$ cat src/rtl/core/hre_pkg.sv
// Shared types, constants and helper functions of the hex record encoder.
package hre_pkg;

  localparam int unsigned ADDR_W = 4;
  localparam int unsigned DATA_W = 32;

  localparam logic [1:0] MODE_S3   = 2'd0;
  localparam logic [1:0] MODE_IHEX = 2'd1;
  localparam logic [1:0] MODE_S2   = 2'd2;
  localparam logic [1:0] MODE_S1   = 2'd3;

  localparam logic [1:0] REG_FORMAT_MODE  = 2'd0;
  localparam logic [1:0] REG_LINE_SIZE    = 2'd1;
  localparam logic [1:0] REG_DEST_START   = 2'd2;
  localparam logic [1:0] REG_BLOCK_LENGTH = 2'd3;

  localparam logic [7:0] LINE_MAX     = 8'd250;
  localparam logic [7:0] CHAR_NEWLINE = 8'h0A;
  localparam logic [7:0] CHAR_COLON   = 8'h3A;
  localparam logic [7:0] CHAR_S       = 8'h53;
  localparam logic [7:0] CHAR_ZERO    = 8'h30;
  localparam logic [7:0] EXT_TYPE_SUM = 8'd6;

  typedef struct packed {
    logic [1:0]  format_mode;
    logic [7:0]  line_size;
    logic [31:0] dest_start;
    logic [31:0] block_length;
  } cfg_t;

  localparam cfg_t CFG_RESET = '{
    format_mode:  MODE_S3,
    line_size:    8'd16,
    dest_start:   32'd0,
    block_length: 32'd1
  };

  typedef struct packed {
    logic        ext;
    logic [15:0] upper;
    logic [7:0]  ext_ck;
    logic        hdr;
    logic [7:0]  count;
    logic [31:0] addr;
    logic [7:0]  data;
    logic        trl;
    logic [7:0]  ck;
    logic        block_end;
  } job_t;

  function automatic logic [7:0] hex_char(input logic [3:0] nib);
    logic [7:0] wide;
    wide = {4'd0, nib};
    return (nib < 4'd10) ? (8'h30 + wide) : (8'h37 + wide);
  endfunction

  function automatic logic limit_hit(input logic [1:0] mode, input logic [31:0] a);
    logic hit;
    unique case (mode)
      MODE_S2: hit = |a[31:24];
      MODE_S1: hit = |a[31:16];
      default: hit = 1'b0;
    endcase
    return hit;
  endfunction

endpackage

$ cat src/rtl/core/hre_in_if.sv
// Input channel carrying one data byte per beat.
interface hre_in_if;
  logic       valid;
  logic       ready;
  logic [7:0] data_byte;

  modport source(output valid, output data_byte, input ready);
  modport sink(input valid, input data_byte, output ready);
endinterface

$ cat src/rtl/core/hre_out_if.sv
// Output channel carrying one record character per beat.
interface hre_out_if;
  logic       valid;
  logic       ready;
  logic [7:0] char_code;
  logic       last_of_run;
  logic       end_of_block;

  modport source(output valid, output char_code, output last_of_run, output end_of_block,
                 input ready);
  modport sink(input valid, input char_code, input last_of_run, input end_of_block,
               output ready);
endinterface

$ cat src/rtl/core/hre_cfg.sv
// APB register file holding the encoder configuration.
module hre_cfg (
  input  logic                       clk,
  input  logic                       rst,
  input  logic                       psel,
  input  logic                       penable,
  input  logic                       pwrite,
  input  logic [hre_pkg::ADDR_W-1:0] paddr,
  input  logic [hre_pkg::DATA_W-1:0] pwdata,
  output logic [hre_pkg::DATA_W-1:0] prdata,
  output logic                       pready,
  output hre_pkg::cfg_t              cfg,
  output hre_pkg::cfg_t              cfg_next,
  output logic                       restart
);
  import hre_pkg::*;

  logic [1:0] sel;
  logic       wr;

  assign sel     = paddr[ADDR_W-1:2];
  assign wr      = psel && penable && pwrite;
  assign pready  = 1'b1;
  assign restart = wr;

  always_comb begin
    cfg_next = cfg;
    if (rst) begin
      cfg_next = CFG_RESET;
    end else if (wr) begin
      unique case (sel)
        REG_FORMAT_MODE:  cfg_next.format_mode  = pwdata[1:0];
        REG_LINE_SIZE:    cfg_next.line_size    = pwdata[7:0];
        REG_DEST_START:   cfg_next.dest_start   = pwdata;
        REG_BLOCK_LENGTH: cfg_next.block_length = pwdata;
      endcase
    end
  end

  always_ff @(posedge clk) begin
    cfg <= cfg_next;
  end

  always_comb begin
    unique case (sel)
      REG_FORMAT_MODE:  prdata = {30'd0, cfg.format_mode};
      REG_LINE_SIZE:    prdata = {24'd0, cfg.line_size};
      REG_DEST_START:   prdata = cfg.dest_start;
      REG_BLOCK_LENGTH: prdata = cfg.block_length;
    endcase
  end

endmodule

$ cat src/rtl/core/hre_front.sv
// Block and line bookkeeping: turns each printed byte into one registered job.
module hre_front (
  input  logic          clk,
  input  logic          rst,
  input  hre_pkg::cfg_t cfg,
  input  hre_pkg::cfg_t cfg_next,
  input  logic          restart,
  input  logic          in_valid,
  input  logic [7:0]    in_data,
  output logic          in_ready,
  output logic          job_valid,
  output hre_pkg::job_t job,
  input  logic          job_ready
);
  import hre_pkg::*;

  logic [31:0] cur_addr, cur_addr_next;
  logic [31:0] bytes_left, bytes_left_next;
  logic [7:0]  line_pos, line_pos_next;
  logic [7:0]  line_len, line_len_next;
  logic [7:0]  run_sum, run_sum_next;
  logic [16:0] upper_seen, upper_seen_next;
  logic        past_limit, past_limit_next;
  logic        job_valid_next;
  job_t        job_next;

  logic        accept, active, line_start, limit_now, ihex;
  logic [7:0]  ls_eff, new_len, len, abytes, cnt, base, sum_pre, sum_new;
  logic [8:0]  pos_inc;
  logic        line_done;
  logic [31:0] addr_inc, bytes_dec;

  assign in_ready = !job_valid || job_ready;
  assign accept   = in_valid && in_ready;

  always_comb begin
    ihex       = (cfg.format_mode == MODE_IHEX);
    active     = (bytes_left != 32'd0) && !past_limit;
    line_start = (line_pos == 8'd0);
    limit_now  = line_start && limit_hit(cfg.format_mode, cur_addr);

    if (cfg.line_size == 8'd0) begin
      ls_eff = 8'd1;
    end else if (cfg.line_size > LINE_MAX) begin
      ls_eff = LINE_MAX;
    end else begin
      ls_eff = cfg.line_size;
    end
    new_len = ((bytes_left[31:8] == 24'd0) && (bytes_left[7:0] < ls_eff)) ?
              bytes_left[7:0] : ls_eff;
    len     = line_start ? new_len : line_len;

    unique case (cfg.format_mode)
      MODE_S3: abytes = 8'd4;
      MODE_S2: abytes = 8'd3;
      default: abytes = 8'd2;
    endcase
    cnt = ihex ? new_len : (new_len + abytes + 8'd1);

    base = cnt + cur_addr[7:0] + cur_addr[15:8];
    if (!ihex && (cfg.format_mode != MODE_S1)) begin
      base = base + cur_addr[23:16];
    end
    if (cfg.format_mode == MODE_S3) begin
      base = base + cur_addr[31:24];
    end

    sum_pre   = line_start ? base : run_sum;
    sum_new   = sum_pre + in_data;
    pos_inc   = {1'b0, line_pos} + 9'd1;
    line_done = pos_inc >= {1'b0, len};
    addr_inc  = cur_addr + 32'd1;
    bytes_dec = bytes_left - 32'd1;

    job_next.ext       = ihex && line_start && (upper_seen != {1'b0, cur_addr[31:16]});
    job_next.upper     = cur_addr[31:16];
    job_next.ext_ck    = 8'd0 - (EXT_TYPE_SUM + cur_addr[23:16] + cur_addr[31:24]);
    job_next.hdr       = line_start;
    job_next.count     = cnt;
    job_next.addr      = cur_addr;
    job_next.data      = in_data;
    job_next.trl       = line_done;
    job_next.ck        = ihex ? (8'd0 - sum_new) : ~sum_new;
    job_next.block_end = line_done &&
                         ((bytes_dec == 32'd0) || limit_hit(cfg.format_mode, addr_inc));

    cur_addr_next   = cur_addr;
    bytes_left_next = bytes_left;
    line_pos_next   = line_pos;
    line_len_next   = line_len;
    run_sum_next    = run_sum;
    upper_seen_next = upper_seen;
    past_limit_next = past_limit;
    job_valid_next  = job_valid && !job_ready;

    if (rst || restart) begin
      cur_addr_next   = cfg_next.dest_start;
      bytes_left_next = cfg_next.block_length;
      line_pos_next   = 8'd0;
      line_len_next   = 8'd0;
      run_sum_next    = 8'd0;
      upper_seen_next = 17'h10000;
      past_limit_next = 1'b0;
      job_valid_next  = 1'b0;
    end else if (accept && active) begin
      bytes_left_next = bytes_dec;
      if (limit_now) begin
        past_limit_next = 1'b1;
      end else begin
        job_valid_next = 1'b1;
        cur_addr_next  = addr_inc;
        line_len_next  = len;
        if (job_next.ext) begin
          upper_seen_next = {1'b0, cur_addr[31:16]};
        end
        if (line_done) begin
          line_pos_next = 8'd0;
          run_sum_next  = 8'd0;
        end else begin
          line_pos_next = pos_inc[7:0];
          run_sum_next  = sum_new;
        end
      end
    end
  end

  always_ff @(posedge clk) begin
    cur_addr   <= cur_addr_next;
    bytes_left <= bytes_left_next;
    line_pos   <= line_pos_next;
    line_len   <= line_len_next;
    run_sum    <= run_sum_next;
    upper_seen <= upper_seen_next;
    past_limit <= past_limit_next;
    job_valid  <= job_valid_next;
    if (accept) begin
      job <= job_next;
    end
  end

endmodule

$ cat src/rtl/core/hre_serial.sv
// Character sequencer that prints one print job as record text, one character per beat.
module hre_serial (
  input  logic          clk,
  input  logic          rst,
  input  logic [1:0]    format_mode,
  input  logic          job_valid,
  input  hre_pkg::job_t job,
  output logic          job_ready,
  output logic          out_valid,
  output logic [7:0]    out_char,
  output logic          out_last,
  output logic          out_end,
  input  logic          out_ready
);
  import hre_pkg::*;

  localparam logic [1:0] SEG_EXT = 2'd0;
  localparam logic [1:0] SEG_HDR = 2'd1;
  localparam logic [1:0] SEG_DAT = 2'd2;
  localparam logic [1:0] SEG_TRL = 2'd3;

  logic       busy, busy_next;
  logic [1:0] seg, seg_next;
  logic [3:0] off, off_next;
  job_t       cur;
  logic       out_valid_next, out_last_next, out_end_next;
  logic [7:0] out_char_next;

  logic       adv, emit, seg_end, last, ihex, take;
  logic [3:0] hdr_len, nd;
  logic [2:0] nib_idx;
  logic [3:0] addr_nib;
  logic [7:0] ch;

  assign ihex = (format_mode == MODE_IHEX);

  always_comb begin
    unique case (format_mode)
      MODE_S3: nd = 4'd8;
      MODE_S2: nd = 4'd6;
      default: nd = 4'd4;
    endcase
    hdr_len  = ihex ? 4'd9 : (nd + 4'd4);
    nib_idx  = ihex ? 3'(4'd6 - off) : 3'(nd + 4'd3 - off);
    addr_nib = 4'(cur.addr >> {nib_idx, 2'b00});

    unique case (seg)
      SEG_EXT: begin
        unique case (off)
          4'd0:    ch = CHAR_COLON;
          4'd2:    ch = 8'h32;
          4'd8:    ch = 8'h34;
          4'd9:    ch = hex_char(cur.upper[15:12]);
          4'd10:   ch = hex_char(cur.upper[11:8]);
          4'd11:   ch = hex_char(cur.upper[7:4]);
          4'd12:   ch = hex_char(cur.upper[3:0]);
          4'd13:   ch = hex_char(cur.ext_ck[7:4]);
          4'd14:   ch = hex_char(cur.ext_ck[3:0]);
          4'd15:   ch = CHAR_NEWLINE;
          default: ch = CHAR_ZERO;
        endcase
      end
      SEG_HDR: begin
        if (off == 4'd0) begin
          ch = ihex ? CHAR_COLON : CHAR_S;
        end else if (!ihex && off == 4'd1) begin
          ch = (format_mode == MODE_S3) ? 8'h33 : ((format_mode == MODE_S2) ? 8'h32 : 8'h31);
        end else if (ihex && off <= 4'd2) begin
          ch = hex_char(off == 4'd1 ? cur.count[7:4] : cur.count[3:0]);
        end else if (!ihex && off <= 4'd3) begin
          ch = hex_char(off == 4'd2 ? cur.count[7:4] : cur.count[3:0]);
        end else if (ihex && off >= 4'd7) begin
          ch = CHAR_ZERO;
        end else begin
          ch = hex_char(addr_nib);
        end
      end
      SEG_DAT: ch = hex_char(off == 4'd0 ? cur.data[7:4] : cur.data[3:0]);
      SEG_TRL: begin
        unique case (off)
          4'd0:    ch = hex_char(cur.ck[7:4]);
          4'd1:    ch = hex_char(cur.ck[3:0]);
          default: ch = CHAR_NEWLINE;
        endcase
      end
    endcase

    unique case (seg)
      SEG_EXT: seg_end = (off == 4'd15);
      SEG_HDR: seg_end = (off == hdr_len - 4'd1);
      SEG_DAT: seg_end = (off == 4'd1);
      SEG_TRL: seg_end = (off == 4'd2);
    endcase
    last = seg_end && ((seg == SEG_TRL) || (seg == SEG_DAT && !cur.trl));

    adv       = !out_valid || out_ready;
    emit      = busy && adv;
    job_ready = !busy || (emit && last);
    take      = job_ready && job_valid;

    busy_next = busy;
    seg_next  = seg;
    off_next  = off;
    if (take) begin
      busy_next = 1'b1;
      off_next  = 4'd0;
      seg_next  = job.ext ? SEG_EXT : (job.hdr ? SEG_HDR : SEG_DAT);
    end else if (emit && last) begin
      busy_next = 1'b0;
    end else if (emit) begin
      if (seg_end) begin
        seg_next = seg + 2'd1;
        off_next = 4'd0;
      end else begin
        off_next = off + 4'd1;
      end
    end
    if (rst) begin
      busy_next = 1'b0;
      seg_next  = SEG_EXT;
      off_next  = 4'd0;
    end

    out_valid_next = out_valid;
    out_char_next  = out_char;
    out_last_next  = out_last;
    out_end_next   = out_end;
    if (adv) begin
      out_valid_next = busy;
      out_char_next  = ch;
      out_last_next  = last;
      out_end_next   = last && cur.block_end;
    end
    if (rst) begin
      out_valid_next = 1'b0;
    end
  end

  always_ff @(posedge clk) begin
    busy      <= busy_next;
    seg       <= seg_next;
    off       <= off_next;
    out_valid <= out_valid_next;
    out_char  <= out_char_next;
    out_last  <= out_last_next;
    out_end   <= out_end_next;
    if (take) begin
      cur <= job;
    end
  end

endmodule

$ cat src/rtl/core/hex_record_encoder.sv
// Top level of the Intel HEX and Motorola S-record text encoder.
// Each accepted data byte becomes a run of 2 to 30 characters on the text channel, one character
// per cycle while the channel is ready: 2 for a byte inside a line, plus 8 to 12 for a record header
// on the first byte of a line, 3 for checksum and newline on its last byte, and 16 for an extended
// linear address record in Intel HEX mode. The character sequencer sets the rate; one further byte
// is buffered while a run prints, so runs follow each other without gaps. Bytes that cause no text
// are taken one per cycle while no print job waits. A register write restarts the block.
module hex_record_encoder (
  input  logic                       clk,
  input  logic                       rst,
  hre_in_if.sink                     data,
  hre_out_if.source                  text,
  input  logic                       psel,
  input  logic                       penable,
  input  logic                       pwrite,
  input  logic [hre_pkg::ADDR_W-1:0] paddr,
  input  logic [hre_pkg::DATA_W-1:0] pwdata,
  output logic [hre_pkg::DATA_W-1:0] prdata,
  output logic                       pready
);
  import hre_pkg::*;

  cfg_t cfg, cfg_next;
  logic restart;
  logic job_valid, job_ready;
  job_t job;

  hre_cfg u_cfg (
    .clk      (clk),
    .rst      (rst),
    .psel     (psel),
    .penable  (penable),
    .pwrite   (pwrite),
    .paddr    (paddr),
    .pwdata   (pwdata),
    .prdata   (prdata),
    .pready   (pready),
    .cfg      (cfg),
    .cfg_next (cfg_next),
    .restart  (restart)
  );

  hre_front u_front (
    .clk       (clk),
    .rst       (rst),
    .cfg       (cfg),
    .cfg_next  (cfg_next),
    .restart   (restart),
    .in_valid  (data.valid),
    .in_data   (data.data_byte),
    .in_ready  (data.ready),
    .job_valid (job_valid),
    .job       (job),
    .job_ready (job_ready)
  );

  hre_serial u_serial (
    .clk         (clk),
    .rst         (rst),
    .format_mode (cfg.format_mode),
    .job_valid   (job_valid),
    .job         (job),
    .job_ready   (job_ready),
    .out_valid   (text.valid),
    .out_char    (text.char_code),
    .out_last    (text.last_of_run),
    .out_end     (text.end_of_block),
    .out_ready   (text.ready)
  );

endmodule

$ cat src/flat_wrapper.sv
// flat-port wrapper written by rule: the top's interface ports become plain ports
module hex_record_encoder_flat import hre_pkg::*;
  (clk, rst, psel, penable, pwrite, paddr, pwdata, prdata, pready, data_valid, data_data_byte, data_ready, text_valid, text_char_code, text_last_of_run, text_end_of_block, text_ready);
  hre_in_if data_i ();
  hre_out_if text_i ();
  input  logic clk;
  input  logic rst;
  input  logic psel;
  input  logic penable;
  input  logic pwrite;
  input  logic [hre_pkg::ADDR_W-1:0] paddr;
  input  logic [hre_pkg::DATA_W-1:0] pwdata;
  output logic [hre_pkg::DATA_W-1:0] prdata;
  output logic pready;
  input wire logic [$bits(data_i.valid)-1:0] data_valid;
  input wire logic [$bits(data_i.data_byte)-1:0] data_data_byte;
  output wire logic [$bits(data_i.ready)-1:0] data_ready;
  output wire logic [$bits(text_i.valid)-1:0] text_valid;
  output wire logic [$bits(text_i.char_code)-1:0] text_char_code;
  output wire logic [$bits(text_i.last_of_run)-1:0] text_last_of_run;
  output wire logic [$bits(text_i.end_of_block)-1:0] text_end_of_block;
  input wire logic [$bits(text_i.ready)-1:0] text_ready;
  assign data_i.valid = data_valid;
  assign data_i.data_byte = data_data_byte;
  assign data_ready = data_i.ready;
  assign text_valid = text_i.valid;
  assign text_char_code = text_i.char_code;
  assign text_last_of_run = text_i.last_of_run;
  assign text_end_of_block = text_i.end_of_block;
  assign text_i.ready = text_ready;
  hex_record_encoder u_core (.clk(clk), .rst(rst), .data(data_i), .text(text_i), .psel(psel), .penable(penable), .pwrite(pwrite), .paddr(paddr), .pwdata(pwdata), .prdata(prdata), .pready(pready));
endmodule
$ cat config.mk
export PLATFORM = sky130hd
export DESIGN_NAME = hex_record_encoder_flat
export DESIGN_NICKNAME = d
export VERILOG_FILES = /design/src/rtl/core/hre_pkg.sv /design/src/rtl/core/hre_in_if.sv /design/src/rtl/core/hre_out_if.sv /design/src/rtl/core/hre_cfg.sv /design/src/rtl/core/hre_front.sv /design/src/rtl/core/hre_serial.sv /design/src/rtl/core/hex_record_encoder.sv /design/src/flat_wrapper.sv
export SDC_FILE = /design/constraint.sdc
export NUM_CORES = 1
export LEC_CHECK = 0
export BUFFER_PORTS_ARGS = -buffer_cell sky130_fd_sc_hd__buf_2
export CORE_ASPECT_RATIO = 0.7
export CORE_MARGIN = 2
export CORE_UTILIZATION = 55
export CTS_BUF_LIST = sky130_fd_sc_hd__clkbuf_16
export DETAILED_ROUTE_END_ITERATION = 8
export PLACE_DENSITY = 0.84
export SETUP_SLACK_MARGIN = 0.4
export SYNTH_ARGS = -nofsm -noshare
export SYNTH_HDL_FRONTEND = slang
export SYNTH_SLANG_ARGS = --single-unit
$ cat constraint.sdc
create_clock -name clk -period 9 [get_ports clk]
set_input_delay 0 -clock clk [delete_from_list [all_inputs] [get_ports clk]]
set_output_delay 0 -clock clk [all_outputs]
set_load 0.01 [all_outputs]
==> Yosys cells after proc, flatten, opt, wreduce, memory -nomap -nowiden <==
Index checks and enable logic that the tools add are counted.
{ "word_totals": {"reg_bits": 365} }
{ "op_classes": {"bitwise": 3, "reduce_logical": 61, "addsub": 45, "n_lt_le_gt_ge": 18, "n_mux": 65, "shifts": 1, "eq_ne": 24} }
{ "op_table": {"columns": ["cell", "count"], "rows": [
  ["$mux W32", 7],
  ["$add A6 B4 Y7 const A", 24],
  ["$mux W64", 2],
  ["$pmux W32 S4", 1],
  ["$mux W7", 18],
  ["$mux W8", 11],
  ["$pmux W7 S10", 1],
  ["$add A8 B8 Y8", 7],
  ["$lt A4 B4 Y1 const B", 12],
  ["$add A32 B1 Y32 const B", 1],
  ["$eq A4 B4 Y1 const B", 8],
  ["$logic_not A32 Y1", 1],
  ["$pmux W8 S4", 1],
  ["$reduce_bool A32 Y1", 1],
  ["$reduce_or A16 Y1", 2],
  ["$shr A32 B5 Y4", 1],
  ["$sub A32 B1 Y32 const B", 1],
  ["$logic_not A24 Y1", 1],
  ["$logic_and A1 B1 Y1", 22],
  ["$mux W4", 5],
  ["$ne A17 B16 Y1", 1],
  ["$logic_not A8 Y1", 2],
  ["$mux W2", 8],
  ["$reduce_or A8 Y1", 2],
  ["other kinds (40)", 77]
]} }

==> Logic depth before layout (Yosys ltp) <==
Gate-level depths: netlist (run 1).
{ "depth": {"ltp_word": 19, "mapped_depth": 44, "ltp_nobuf": 42} }

==> By module <==
Synthesis (run 1) repeated with hierarchy kept, for this count alone.
{ "hier_totals": {"cells_unflattened": 2059, "hier_area_um2": 20948.8} }
{ "modules_own_cells": {"columns": ["mod", "cells_each", "area_each_um2", "n_inst", "seq_area_each_um2"], "rows": [
  ["hre_front", 1162, 11154.4, 1, 4824.6],
  ["hre_serial", 541, 6077.1, 1, 2892.8],
  ["hre_cfg", 356, 3717.3, 1, 1481.4]
]} }

==> Worst setup path before layout (run 1) <==
OpenSTA, ideal clock, no wires.
{ "synth_timing": {"path_type": "register -> register", "startpoint": "register, netlist name u_core.u_cfg.cfg[69]", "endpoint": "register u_core.u_front.run_sum[7]", "n_path_buf": 2, "path_stages_with_launch": 42, "arrival_ns": 7.768, "path_slack_ns": 1.148, "period_less_slack_ns": 7.852, "setup_time_ns": 0.084, "cell_sequence": "dfxtp_1 > and3_1 > and3_1 > nand2b_1 > ha_1 > a21o_1 > a21oi_1 > o211ai_1 > or3_1 > buf_2 > buf_6 > mux2i_1 > ha_1 > nor2b_1 > o221ai_1 > and2_1 > nor2_1 > xnor2_1 > [6 not listed] > o21ai_0 > or3_1 > nand3_1 > nand2_1 > ha_1 > a21oi_1 > xor2_1 > nor2_1 > a21oi_1 > o21ai_0 > ha_1 > a21oi_1 > o21ai_0 > xnor2_1 > or3_1 > a211oi_1 > a21oi_1 > o31ai_2"} }
{ "synth_between": {"elab_chain_cells": 18, "elab_cells_between_ends": 21, "cone_classes": "7 x add/sub; 3 x order compare; 9 x mux; 2 x reduce/logical"} }
{ "synth_lines": {"columns": ["element", "line_no", "rtl"], "rows": [
  ["$gt A8 B8 Y1", "hre_front.sv:44", "end else if (cfg.line_size > LINE_MAX) begin"],
  ["$mux W8", "hre_front.sv:44", null],
  ["$mux W8 (*)", "hre_front.sv:42", "if (cfg.line_size == 8'd0) begin"],
  ["$lt A8 B8 Y1", "hre_front.sv:49", "new_len = ((bytes_left[31:8] == 24'd0) && (bytes_left[7:0] < ls_eff)) ?"],
  ["$logic_and A1 B1 Y1", "hre_front.sv:49", null],
  ["$mux W8 (*)", "hre_front.sv:49", null],
  ["$add A8 B8 Y8", "hre_front.sv:58", "cnt = ihex ? new_len : (new_len + abytes + 8'd1);"],
  ["$add A8 B1 Y8", "hre_front.sv:58", null],
  ["[1 not listed]", null, null],
  ["via u_core.u_front.cnt[3]", "hre_front.sv:28", "logic [7:0] ls_eff, new_len, len, abytes, cnt, base, sum_pre, sum_new;"],
  ["$add A8 B8 Y8 (*) (2 in a row)", "hre_front.sv:60", "base = cnt + cur_addr[7:0] + cur_addr[15:8];"],
  ["$add A8 B8 Y8", "hre_front.sv:62", "base = base + cur_addr[23:16];"],
  ["$mux W8 (*)", "hre_front.sv:61", "if (!ihex && (cfg.format_mode != MODE_S1)) begin"],
  ["$add A8 B8 Y8", "hre_front.sv:65", "base = base + cur_addr[31:24];"],
  ["$mux W8 (*)", "hre_front.sv:64", "if (cfg.format_mode == MODE_S3) begin"],
  ["$mux W8 (*)", "hre_front.sv:68", "sum_pre = line_start ? base : run_sum;"],
  ["$add A8 B8 Y8 (*)", "hre_front.sv:69", "sum_new = sum_pre + in_data;"],
  ["$mux W8 (*)", "hre_front.sv:116", "if (line_done) begin"],
  ["end signal, assigned", "hre_front.sv:132", "run_sum <= run_sum_next;"],
  ["end, declared", "hre_front.sv:21", "logic [7:0] run_sum, run_sum_next;"]
]} }
Mark *: on every way through the listed nets, which the timed path passes. The rest lies on a longest branch.
A chain may end at the register's enable or synchronous reset.

==> Worst setup path after layout (run 1) <==
{ "layout_timing": {"startpoint": "register, netlist name u_core.u_cfg.cfg[69]", "endpoint": "register u_core.u_front.run_sum[7]"} }
{ "layout_between": {"elab_chain_cells": 18, "elab_cells_between_ends": 21, "cone_classes": "7 x add/sub; 3 x order compare; 9 x mux; 2 x reduce/logical"} }
{ "layout_lines": {"columns": ["element", "line_no"], "rows": [
  ["$gt A8 B8 Y1", "hre_front.sv:44"],
  ["$mux W8", "hre_front.sv:44"],
  ["$mux W8 (*)", "hre_front.sv:42"],
  ["$lt A8 B8 Y1", "hre_front.sv:49"],
  ["$logic_and A1 B1 Y1", "hre_front.sv:49"],
  ["$mux W8 (*)", "hre_front.sv:49"],
  ["$add A8 B8 Y8", "hre_front.sv:58"],
  ["$add A8 B1 Y8", "hre_front.sv:58"],
  ["[1 not listed]", null],
  ["via u_core.u_front.cnt[2]", "hre_front.sv:28"],
  ["$add A8 B8 Y8 (*) (2 in a row)", "hre_front.sv:60"],
  ["$add A8 B8 Y8", "hre_front.sv:62"],
  ["$mux W8 (*)", "hre_front.sv:61"],
  ["$add A8 B8 Y8", "hre_front.sv:65"],
  ["$mux W8 (*)", "hre_front.sv:64"],
  ["$mux W8 (*)", "hre_front.sv:68"],
  ["$add A8 B8 Y8 (*)", "hre_front.sv:69"],
  ["$mux W8 (*)", "hre_front.sv:116"]
]} }
Marks and branches as above.

==> impl_summary.txt, run 1 <==
----------------------------------------------------
[Floorplanning]
  Core outline area ... around 0.035 mm²
  Area of the die ... around 0.036 mm²
  Count of standard-cell rows ... 57
  X dimension of the die ... 227.2 µm
  Initial core utilization ... 0.5556
  Boundary pin count ... 96
  Die Span Y ... around 160 µm

[Routing]
  Final antenna-violating net count ... 0
  Wirelength per Cell ... 20.79 µm
  Vias/cell ... between 6 and 7
  DRC violations left ... 0
  Number of search-and-repair iterations in the first detailed-routing pass ... 8
  1st-iter DRT viols ... about 2000
  Routed via count ... between 15000 and 20000
  Final routed wirelength across all metal layers ... between 50000 and 60000 µm

[Synth]
  Async S/R FF share, synth ... 0
  Warnings, synthesis ... 0
  Area fraction of the dominant cell type after synthesis ... 0.3241
  Synth top cells by count ... nand2_1 (314), edfxtp_1 (207), a21oi_1 (154), nor2_1 (126), dfxtp_1 (125)
  Top cells by area, synth ... edfxtp_1 (32%), dfxtp_1 (13%), nand2_1 (6.1%), ha_1 (5.9%), xnor2_1 (4.2%)
  EDFF count, synth ... just over 200
  Most numerous cell in the Yosys netlist ... nand2_1
  Register bit count reported by yosys ... ~330
  Synth Area per Inst ... 9.452 µm²
  Cell taking the most area after synthesis ... edfxtp_1
  Number of library cell types mapped by synthesis ... 78
  Post-synthesis net count ... around 2200
  Ys flop type ... edfxtp_1
  Share of the yosys chip area belonging to registers ... 0.4546
  Gate count of the mapped netlist ... just over 2000
  Combined area of all synthesized cells ... 0.01918 mm²

[Clock network]
  Bufs on Longest Clock Path ... 3
  Clock latency at the later pin of the worst-skew pair ... 590 ps
  CTS Sinks ... approximately 330
  H-tree depth reported by CTS ... 1
  Buffer cell driving the clock tree root ... clkbuf_16
  Clk slew on worst S/H paths ... approximately 70 ps
  CTS tree ... yes
  CTS Buf Count ... 30

[STA]
  Remaining max-slew budget at the tightest pin ... 0.3224
  Minimum clock period after layout ... 8357 ps
  Final Max Tran Viols ... 0
  Post-route clock period utilization ... 0.9286
  Clock Skew ... about 18 ps
  Min Hold Slack ... 39.55 ps
  Hold Vio Cnt, Final ... 0
  RSZ-0062 raised after global routing ... no
  Total setup violations reported at the end of the flow ... 0
  Setup TNS after final layout ... 0 ps
  FMAX ... 0.1197 GHz
  Worst slew pin tran ... between 1000 and 1500 ps
  Worst setup margin ... approximately 640 ps

[Finish]
  Layout Area Growth over Synthesis ... 13.54%
  Post-route core utilization ... 0.6309
  Fillcell total ... about 2700
  Nets ... about 2300
  Fraction of layout cells with a size suffix above 1 ... 0.1157

[GRT]
  Antenna violations before repair ... 1
  Number of global-route vias before repair ... approximately 15000
  First-pass GRT wire length ... roughly 84000 µm
  Overall fraction of global-route tracks in use ... 0.2932
  Total congestion overflow after global routing ... 0
  Largest net degree at the start of global routing ... 84

[Critical path]
  Most frequent cell on the critical path ... ha_1
  Worst Reg2Reg Path Length in Cells ... 40
  Worst endpoint required time ... around 9500 ps
  Worst-case register-to-register setup slack ... 640 ps
  Slowest stage cell, crit path ... fa_2
  Critical path start-end classification ... reg2reg
  Endpoint class of the critical path ... flip-flop
  Arrival @ worst endpoint ... about 8900 ps
  Kind of start point of the critical path ... flip-flop
  CP max FO ... 8
  Crit-path max cell delay ... 600 ps
  Reg-to-reg endpoint ... u_core.u_front.run_sum[7]
  Worst flop-to-flop path startpoint ... u_core.u_cfg.cfg[69]

[Min path]
  Hold depth ... 4
  Startpoint of the tightest hold check path ... pwrite
  Path category of the worst min-delay check ... in2reg
  Worst Hold Endpoint ... u_core.u_front.bytes_left[0]

[Placed design]
  IO Port Bufs ... between 90 and 100
  Half-perimeter wire length after detailed placement ... about 37000 µm
  Post-placement setup slack ... about 110 ps
  Final weighted congestion in routability-driven placement ... about 0.93

[Power]
  Leakage Power ... about 8.5 nW
  Pwr/cell area ... around 220 mW/mm²
  Worst IR drop on VDD ... ~0.18 mV
  Power Total ... 4.822 mW

[Run status]
  Run status ... complete, no violations

[Job]
  Reported max-cap violation count ... 0

----------------------------------------------------
kinds of logic (layout without fill, tap and decap cells):
group / count (synthesis) / in the layout / synth area share
AO/OA/AOI/OAI: 447 / 447 / 0.1409
XOR/XNOR: 154 / 154 / 0.07072
AND/OR/NAND/NOR: 686 / 686 / 0.1642
other: 2 / 3 / 0.0003916
multiplexers: 98 / 98 / 0.05598
buffers and inverters: 208 / 323 / 0.04195
flip-flops: 332 / 332 / 0.4546
adder cells (fa/ha/maj): 102 / 102 / 0.07124
cells in the final DEF, fill, tap and decap left out, drive strengths merged, types with 25 or more instances in the layout:
| cell type | n |
|---|---|
| ha | 90 |
| nor2 | 126 |
| edfxtp | 207 |
| xor2 | 61 |
| inv | 112 |
| nor3 | 47 |
| xnor2 | 93 |
| nor2b | 42 |
| dfxtp | 125 |
| a31oi | 25 |
| buf | 120 |
| nand3 | 37 |
| o21ai | 127 |
| nand2 | 314 |
| mux2i | 81 |
| dlygate4sd3 | 45 |
| a21oi | 154 |
| clkbuf | 30 |
state kept, by name (all words and copies together), names as in the netlist:
name,flops
u_core.u_cfg.cfg,74
u_core.u_front.job,68
u_core.u_serial.cur,66
u_core.u_front.bytes_left,32
u_core.u_front.cur_addr,32
u_core.u_front.upper_seen,17
u_core.u_front.line_len,8
u_core.u_front.line_pos,8
u_core.u_front.run_sum,8
u_core.u_serial.out_char,7
u_core.u_serial.off,4
u_core.u_serial.seg,2
u_core.u_front.job_valid,1
u_core.u_front.past_limit,1
u_core.u_serial.busy,1
u_core.u_serial.out_end,1
u_core.u_serial.out_last,1
u_core.u_serial.out_valid,1
cell type report:
type | count | area (µm²) | area share
Multi-Input combinational cell | 1489 | 9894 | 0.4544
Timing Repair Buffer | 165 | 1124 | 0.05160
Antenna cell | 1 | 2.502 | 0.0001149
Inverter | 102 | 382.9 | 0.01758
Tap cell | 472 | 590.6 | 0.02712
Clock inverter | 26 | 310.3 | 0.01425
Clock buffer | 30 | 750.7 | 0.03447
Sequential cell | 332 | 8721 | 0.4005
worst max-delay path, delay by kind of cell (launching register included):
kind	cells	cell delay, ps
simple gates	8	1700
xor+xnor	4	660
buf+inv	2	200
flops	1	350
fa+ha+maj	8	2750
compound gates	18	2570
worst max-delay path by stage:
stage                          from                        end  slack, ps  depth (start not counted)
3_5_place_dp   u_core.u_cfg.cfg[67]  u_core.u_front.run_sum[7]        110                         39
2_1_floorplan  u_core.u_cfg.cfg[69]  u_core.u_front.run_sum[7]       1150                         41
4_1_cts        u_core.u_cfg.cfg[69]  u_core.u_front.run_sum[7]        430                         39
6_report       u_core.u_cfg.cfg[69]  u_core.u_front.run_sum[7]        640                         40
5_1_grt        u_core.u_cfg.cfg[68]  u_core.u_front.run_sum[7]        240                         41
3_3_place_gp   u_core.u_cfg.cfg[69]  u_core.u_front.run_sum[7]        370                         39
stage by stage:
stage	cells	cell area, µm²
after floorplan	2029	19180
after global placement	2505	19960
after detailed placement	2505	19960
after CTS	2609	21520
after global routing	2616	21770
final	2617	21780
timing repair:
action | CTS | global route
endpoints found under the hold margin | 132 | 0
pin swaps | 2 | 12
endpoints found under the setup margin | 2 | 3
buffers inserted | 3 | 7
resized for setup | 10 | 41
hold buffers | 45 | 0
where the power goes:
part	internal (mW)	total [mW]	switching, mW
registers	1.80	1.92	0.121
logic	0.629	1.51	0.877
clock network	0.809	1.40	0.587
total	3.24	4.82	1.59
layer usage:
layer  up-vias  share of wire  wire length, µm  GRT usage
met5         -              0                0          0
met4         0          0.025             1380    0.07695
met3       122           0.11             5745    0.04931
met2      1005           0.45            24500     0.4511
met1      7814           0.42            22790     0.4294
li1       7363              -                -          -
Note: power is estimated with default switching activity, not from simulation.
==> run 2: changes to the inputs <==
- CORE_UTILIZATION: 55 -> 30
- PLACE_DENSITY: 0.84 -> 0.56
==> impl_summary.txt, run 2 (synthesis gave the netlist of run 1 again) <==
----------------------------------------------------
[Floorplanning]
  Die Span Y ... ~220 µm
  Initial core utilization ... 0.3035
  X dimension of the die ... just over 300 µm
  Area of the die ... roughly 0.066 mm²
  Core outline area ... 0.06320 mm²
  Boundary pin count ... 96
  Count of standard-cell rows ... 77

[Routing]
  Final antenna-violating net count ... 0
  DRC violations left ... 0
  Routed via count ... 15530
  Wirelength per Cell ... 18.95 µm
  Final routed wirelength across all metal layers ... 56650 µm
  Vias/cell ... roughly 5.2
  Number of search-and-repair iterations in the first detailed-routing pass ... 5
  1st-iter DRT viols ... between 1000 and 1500

[Finish]
  Post-route non-filler standard cell count ... between 2000 and 3000
  Final std cell area, no fill ... approximately 0.022 mm²
  Layout Area Growth over Synthesis ... 16.39%
  Nets ... approximately 2300
  Count of inserted antenna diode cells ... 0
  Largest Register ... u_core.u_cfg.cfg
  Commonest cells after routing, fill and taps aside ... nand2_1 (313), edfxtp_1 (207), a21oi_1 (148)
  Flip-flop count of the largest register after layout ... 74
  Fraction of layout cells with a size suffix above 1 ... 0.1185
  Leading registers by flop count ... u_core.u_cfg.cfg x74, u_core.u_front.job x68, u_core.u_serial.cur x66
  Most common cell after layout, fill and taps aside ... nand2_1

[GRT]
  Largest net degree at the start of global routing ... 83
  Total congestion overflow after global routing ... 0
  First-pass GRT wire length ... 85960 µm
  Antenna violations before repair ... 2
  Number of global-route vias before repair ... ~15000
  Overall fraction of global-route tracks in use ... 0.1662

[Placed design]
  Post-detailed-placement cell area ... approximately 0.020 mm²
  Half-perimeter wire length after detailed placement ... a little over 40000 µm
  Final weighted congestion in routability-driven placement ... between 0.8 and 0.9
  IO Port Bufs ... 91
  # placed instances ... 2874
  Post-placement setup slack ... around 300 ps

[Critical path]
  Critical path depth ... 38
  Arrival @ worst endpoint ... ~8600 ps
  Critical path start-end classification ... reg2reg
  Worst Reg2Reg Path Length in Cells ... 38
  Endpoint class of the critical path ... flip-flop
  Worst endpoint required time ... 9460 ps
  Reg-to-reg endpoint ... u_core.u_front.run_sum[7]
  Kind of start point of the critical path ... flip-flop
  Cell class contributing the biggest share of worst-path delay ... compound AO/OA/AOI/OAI gates
  Slowest stage cell, crit path ... fa_2
  Worst-case register-to-register setup slack ... ~830 ps
  CP max FO ... 9
  Worst flop-to-flop path startpoint ... u_core.u_cfg.cfg[68]
  Crit-path max cell delay ... roughly 600 ps
  Bufs and invs on worst path ... 1

[Min path]
  Startpoint of the tightest hold check path ... data_valid
  Hold depth ... 5
  Worst Hold Endpoint ... u_core.u_front.line_len[1]
  Path category of the worst min-delay check ... in2reg

[Run status]
  Run status ... complete, no violations

[STA]
  Hold Vio Cnt, Final ... 0
  Total setup violations reported at the end of the flow ... 0
  FMAX ... approximately 0.12 GHz
  Setup TNS after final layout ... 0 ps
  Post-route clock period utilization ... 0.9073
  Min Hold Slack ... approximately 80 ps
  Clock Skew ... approximately 16 ps
  Remaining max-slew budget at the tightest pin ... 0.2719
  RSZ-0062 raised after global routing ... no
  Minimum clock period after layout ... about 8000 ps
  Worst slew pin tran ... 1082 ps
  Worst setup margin ... 834.1 ps
  Final Max Tran Viols ... 0

[Job]
  Reported max-cap violation count ... 0

[Clock network]
  Buffer cell driving the clock tree root ... clkbuf_16
  CTS Sinks ... around 330
  Clk slew on worst S/H paths ... about 70 ps
  H-tree depth reported by CTS ... 2
  Clock latency at the later pin of the worst-skew pair ... 540 ps
  CTS Buf Count ... 36
  CTS tree ... yes
  Bufs on Longest Clock Path ... 3

[Power]
  Worst IR drop on VDD ... around 0.15 mV
  Pwr/cell area ... ~220 mW/mm²
  Leakage Power ... around 8.6 nW

----------------------------------------------------
==> run 2: timing repair <==
item,4_1_cts,5_1_grt
pin swaps,1,13
resized for setup,2,37
hold buffers,42,0
setup buffers,0,8
setup endpoints to repair,2,4
endpoints found under the hold margin,98,0
==> run 2: final cells by class <==
type	count	area, µm²
Sequential cell	332	8721
Multi-Input combinational cell	1489	9841
Inverter	102	382.9
Timing Repair Buffer	172	1172
Clock buffer	37	925.9
Fill cell	6315	40880
Clock inverter	29	241.5
Tap cell	829	1037
==> run 2: tightest hold or removal path, stage by stage <==
cell and delay (ps):
buf_2 110, o211ai_1 140, nor3_2 150, nor2_1 110
a211oi_1 50
==> run 2: power by group <==
group | leakage (nW) | switching, mW | internal [mW]
combinational | 4.87 | 0.835 | 0.605
clock | 0.579 | 0.653 | 0.844
sequential | 3.10 | 0.104 | 1.80
total | 8.55 | 1.59 | 3.25
==> run 2: how the worst max path moves through the flow <==
stage	start	endpoint	slack (ps)
3_3_place_gp	u_core.u_cfg.cfg[67]	u_core.u_front.run_sum[7]	450
3_5_place_dp	u_core.u_cfg.cfg[67]	u_core.u_front.run_sum[7]	300
4_1_cts	u_core.u_cfg.cfg[67]	u_core.u_front.run_sum[7]	410
5_1_grt	u_core.u_cfg.cfg[68]	u_core.u_front.run_sum[7]	350
6_report	u_core.u_cfg.cfg[68]	u_core.u_front.run_sum[7]	830
2_1_floorplan	u_core.u_cfg.cfg[69]	u_core.u_front.run_sum[7]	1150
==> run 2: layer usage <==
| metal | wire length [µm] | track usage | up-vias | part of all wire |
|---|---|---|---|---|
| met3 | 4600 | 0.03417 | 77 | 0.081 |
| met5 | 0 | 0 | - | 0 |
| met1 | 28330 | 0.2588 | 7435 | 0.50 |
| met4 | 1192 | 0.04020 | 0 | 0.021 |
| li1 | - | - | 7421 | - |
| met2 | 22530 | 0.2304 | 601 | 0.40 |
==> run 2: metrics by stage <==
step                      power, mW  utilization
after floorplan               2.900            -
after global placement        3.231       0.3243
after detailed placement      3.263       0.3243
after CTS                     4.781       0.3495
after global routing          5.103       0.3532
final                         4.840       0.3532
==> run 3: changes to the inputs <==
- CORE_UTILIZATION: 30 -> 40
- PLACE_DENSITY: 0.56 -> 0.67
- SLEW_MARGIN: unset -> 20
==> impl_summary.txt, run 3 (synthesis gave the netlist of run 1 again) <==
----------------------------------------------------
[Run status]
  Run status ... complete, no violations

[Power]
  Leakage Power ... 8.527 nW
  Pwr/cell area ... between 200 and 250 mW/mm²
  Worst IR drop on VDD ... approximately 0.12 mV
  Power Total ... around 4.8 mW

[Critical path]
  Worst Reg2Reg Path Length in Cells ... 39
  CP max FO ... 7
  Arrival @ worst endpoint ... ~8600 ps
  Critical path start-end classification ... reg2reg
  Crit-path max cell delay ... roughly 490 ps
  Origin of the worst setup path ... u_core.u_cfg.cfg[69]
  Slowest stage cell, crit path ... fa_1
  Most frequent cell on the critical path ... ha_1
  Worst flop-to-flop path startpoint ... u_core.u_cfg.cfg[69]
  Reg-to-reg endpoint ... u_core.u_front.run_sum[7]
  Worst endpoint required time ... approximately 9500 ps
  Worst-case register-to-register setup slack ... between 800 and 900 ps
  Endpoint class of the critical path ... flip-flop
  Kind of start point of the critical path ... flip-flop

[Floorplanning]
  Initial core utilization ... 0.4028
  Boundary pin count ... 96
  X dimension of the die ... about 270 µm
  Area of the die ... between 0.04 and 0.05 mm²
  Core outline area ... about 0.048 mm²
  Count of standard-cell rows ... 67
  Die Span Y ... ~190 µm

[STA]
  Final Max Tran Viols ... 0
  Clock Skew ... about 25 ps
  Total setup violations reported at the end of the flow ... 0
  Setup TNS after final layout ... 0 ps
  Post-route clock period utilization ... 0.9070
  Worst slew pin tran ... around 1100 ps
  Minimum clock period after layout ... about 8200 ps
  Remaining max-slew budget at the tightest pin ... 0.2553
  Hold Vio Cnt, Final ... 0
  FMAX ... 0.1225 GHz
  RSZ-0062 raised after global routing ... no

[Routing]
  Wirelength per Cell ... between 15 and 20 µm
  Routed via count ... 15730
  Vias/cell ... 5.658
  1st-iter DRT viols ... between 1500 and 2000
  Final antenna-violating net count ... 0
  DRC violations left ... 0
  Number of search-and-repair iterations in the first detailed-routing pass ... 6
  Final routed wirelength across all metal layers ... ~55000 µm

[GRT]
  Overall fraction of global-route tracks in use ... 0.2161
  Number of global-route vias before repair ... 14830
  Largest net degree at the start of global routing ... 83
  Antenna violations before repair ... 0
  Total congestion overflow after global routing ... 0
  First-pass GRT wire length ... around 85000 µm

[Placed design]
  IO Port Bufs ... between 90 and 100
  Final weighted congestion in routability-driven placement ... 0.9284
  Half-perimeter wire length after detailed placement ... slightly below 40000 µm

[Finish]
  Count of inserted antenna diode cells ... 0
  Largest Register ... u_core.u_cfg.cfg
  Nets ... between 2000 and 2500
  Fraction of layout cells with a size suffix above 1 ... 0.1186
  Post-route core utilization ... 0.4618
  Commonest cells after routing, fill and taps aside ... nand2_1 (313), edfxtp_1 (207), a21oi_1 (147)
  Fillcell total ... ~4400
  Flip-flop count of the largest register after layout ... 74
  Most common cell after layout, fill and taps aside ... nand2_1
  Layout Area Growth over Synthesis ... 14.65%
  Leading registers by flop count ... u_core.u_cfg.cfg x74, u_core.u_front.job x68, u_core.u_serial.cur x66

[Clock network]
  Clock latency at the later pin of the worst-skew pair ... 550 ps
  CTS tree ... yes
  CTS Buf Count ... 36
  Bufs on Longest Clock Path ... 3
  H-tree depth reported by CTS ... 2
  CTS Sinks ... between 300 and 400
  Clk slew on worst S/H paths ... 60 ps
  Buffer cell driving the clock tree root ... clkbuf_16

[Min path]
  Hold depth ... 5
  Path category of the worst min-delay check ... in2reg
  Startpoint of the tightest hold check path ... data_valid
  Worst Hold Endpoint ... u_core.u_front.line_len[1]

[Job]
  Reported max-cap violation count ... 0

----------------------------------------------------
[run 3: timing repair]
item	CTS	global route
endpoints found under the setup margin	2	5
endpoints found under the hold margin	96	0
resized for setup	6	39
gates cloned	0	0
pin swaps	0	12
hold buffers	43	0
buffers inserted	0	8
[run 3: area by class of cell]
| cell class | instances | area, µm² | area share |
|---|---|---|---|
| Multi-Input combinational cell | 1489 | 9848 | 0.4479 |
| Clock buffer | 38 | 950.9 | 0.04325 |
| Sequential cell | 332 | 8722 | 0.3967 |
| Timing Repair Buffer | 170 | 1160 | 0.05275 |
| Inverter | 102 | 382.9 | 0.01741 |
| Tap cell | 621 | 777.0 | 0.03534 |
| Clock inverter | 28 | 147.6 | 0.006714 |
[run 3: routing by layer]
layer | part of all wire | wire length (µm) | GRT usage
met1 | 0.48 | 26140 | 0.3340
met2 | 0.42 | 22890 | 0.3161
met3 | 0.089 | 4893 | 0.03686
met4 | 0.014 | 793 | 0.04192
met5 | 0 | 0 | 0
[run 3: how the worst max path moves through the flow]
stage                                end  slack, ps  depth (start not counted)
6_report       u_core.u_front.run_sum[7]        840                         39
5_1_grt        u_core.u_front.run_sum[7]        360                         40
4_1_cts        u_core.u_front.run_sum[7]        400                         41
3_5_place_dp   u_core.u_front.run_sum[7]        190                         42
3_3_place_gp   u_core.u_front.run_sum[7]        420                         42
2_1_floorplan  u_core.u_front.run_sum[7]       1150                         41
[run 3: critical path: cells and delay by family, from the launching register on]
kind                       cells  cell delay, ps
adders and majority gates      7            2360
buffers and inverters          2             310
xor gates and xnor gates       6             940
AOI/OAI and AO/OA             18            2710
and+or+nand+nor                6            1400
DFF                            1             350
[run 3: per-stage QoR]
stage	instance area (µm²)	hold WS, ps	cells	setup slack [ps]
floorplan	19180	98.87	2029	1148
global placement	20210	212.9	2663	418.6
detailed placement	20210	215.6	2663	189.8
CTS	21770	52.65	2772	404.0
global route	21990	99.10	2780	362.0
finish	21990	76.02	2780	837.4
[run 3: report_power, final]
group	switching [mW]	internal, mW	total [mW]
logic	0.837	0.619	1.46
clock network	0.627	0.770	1.40
registers	0.100	1.80	1.90
total	1.56	3.19	4.75
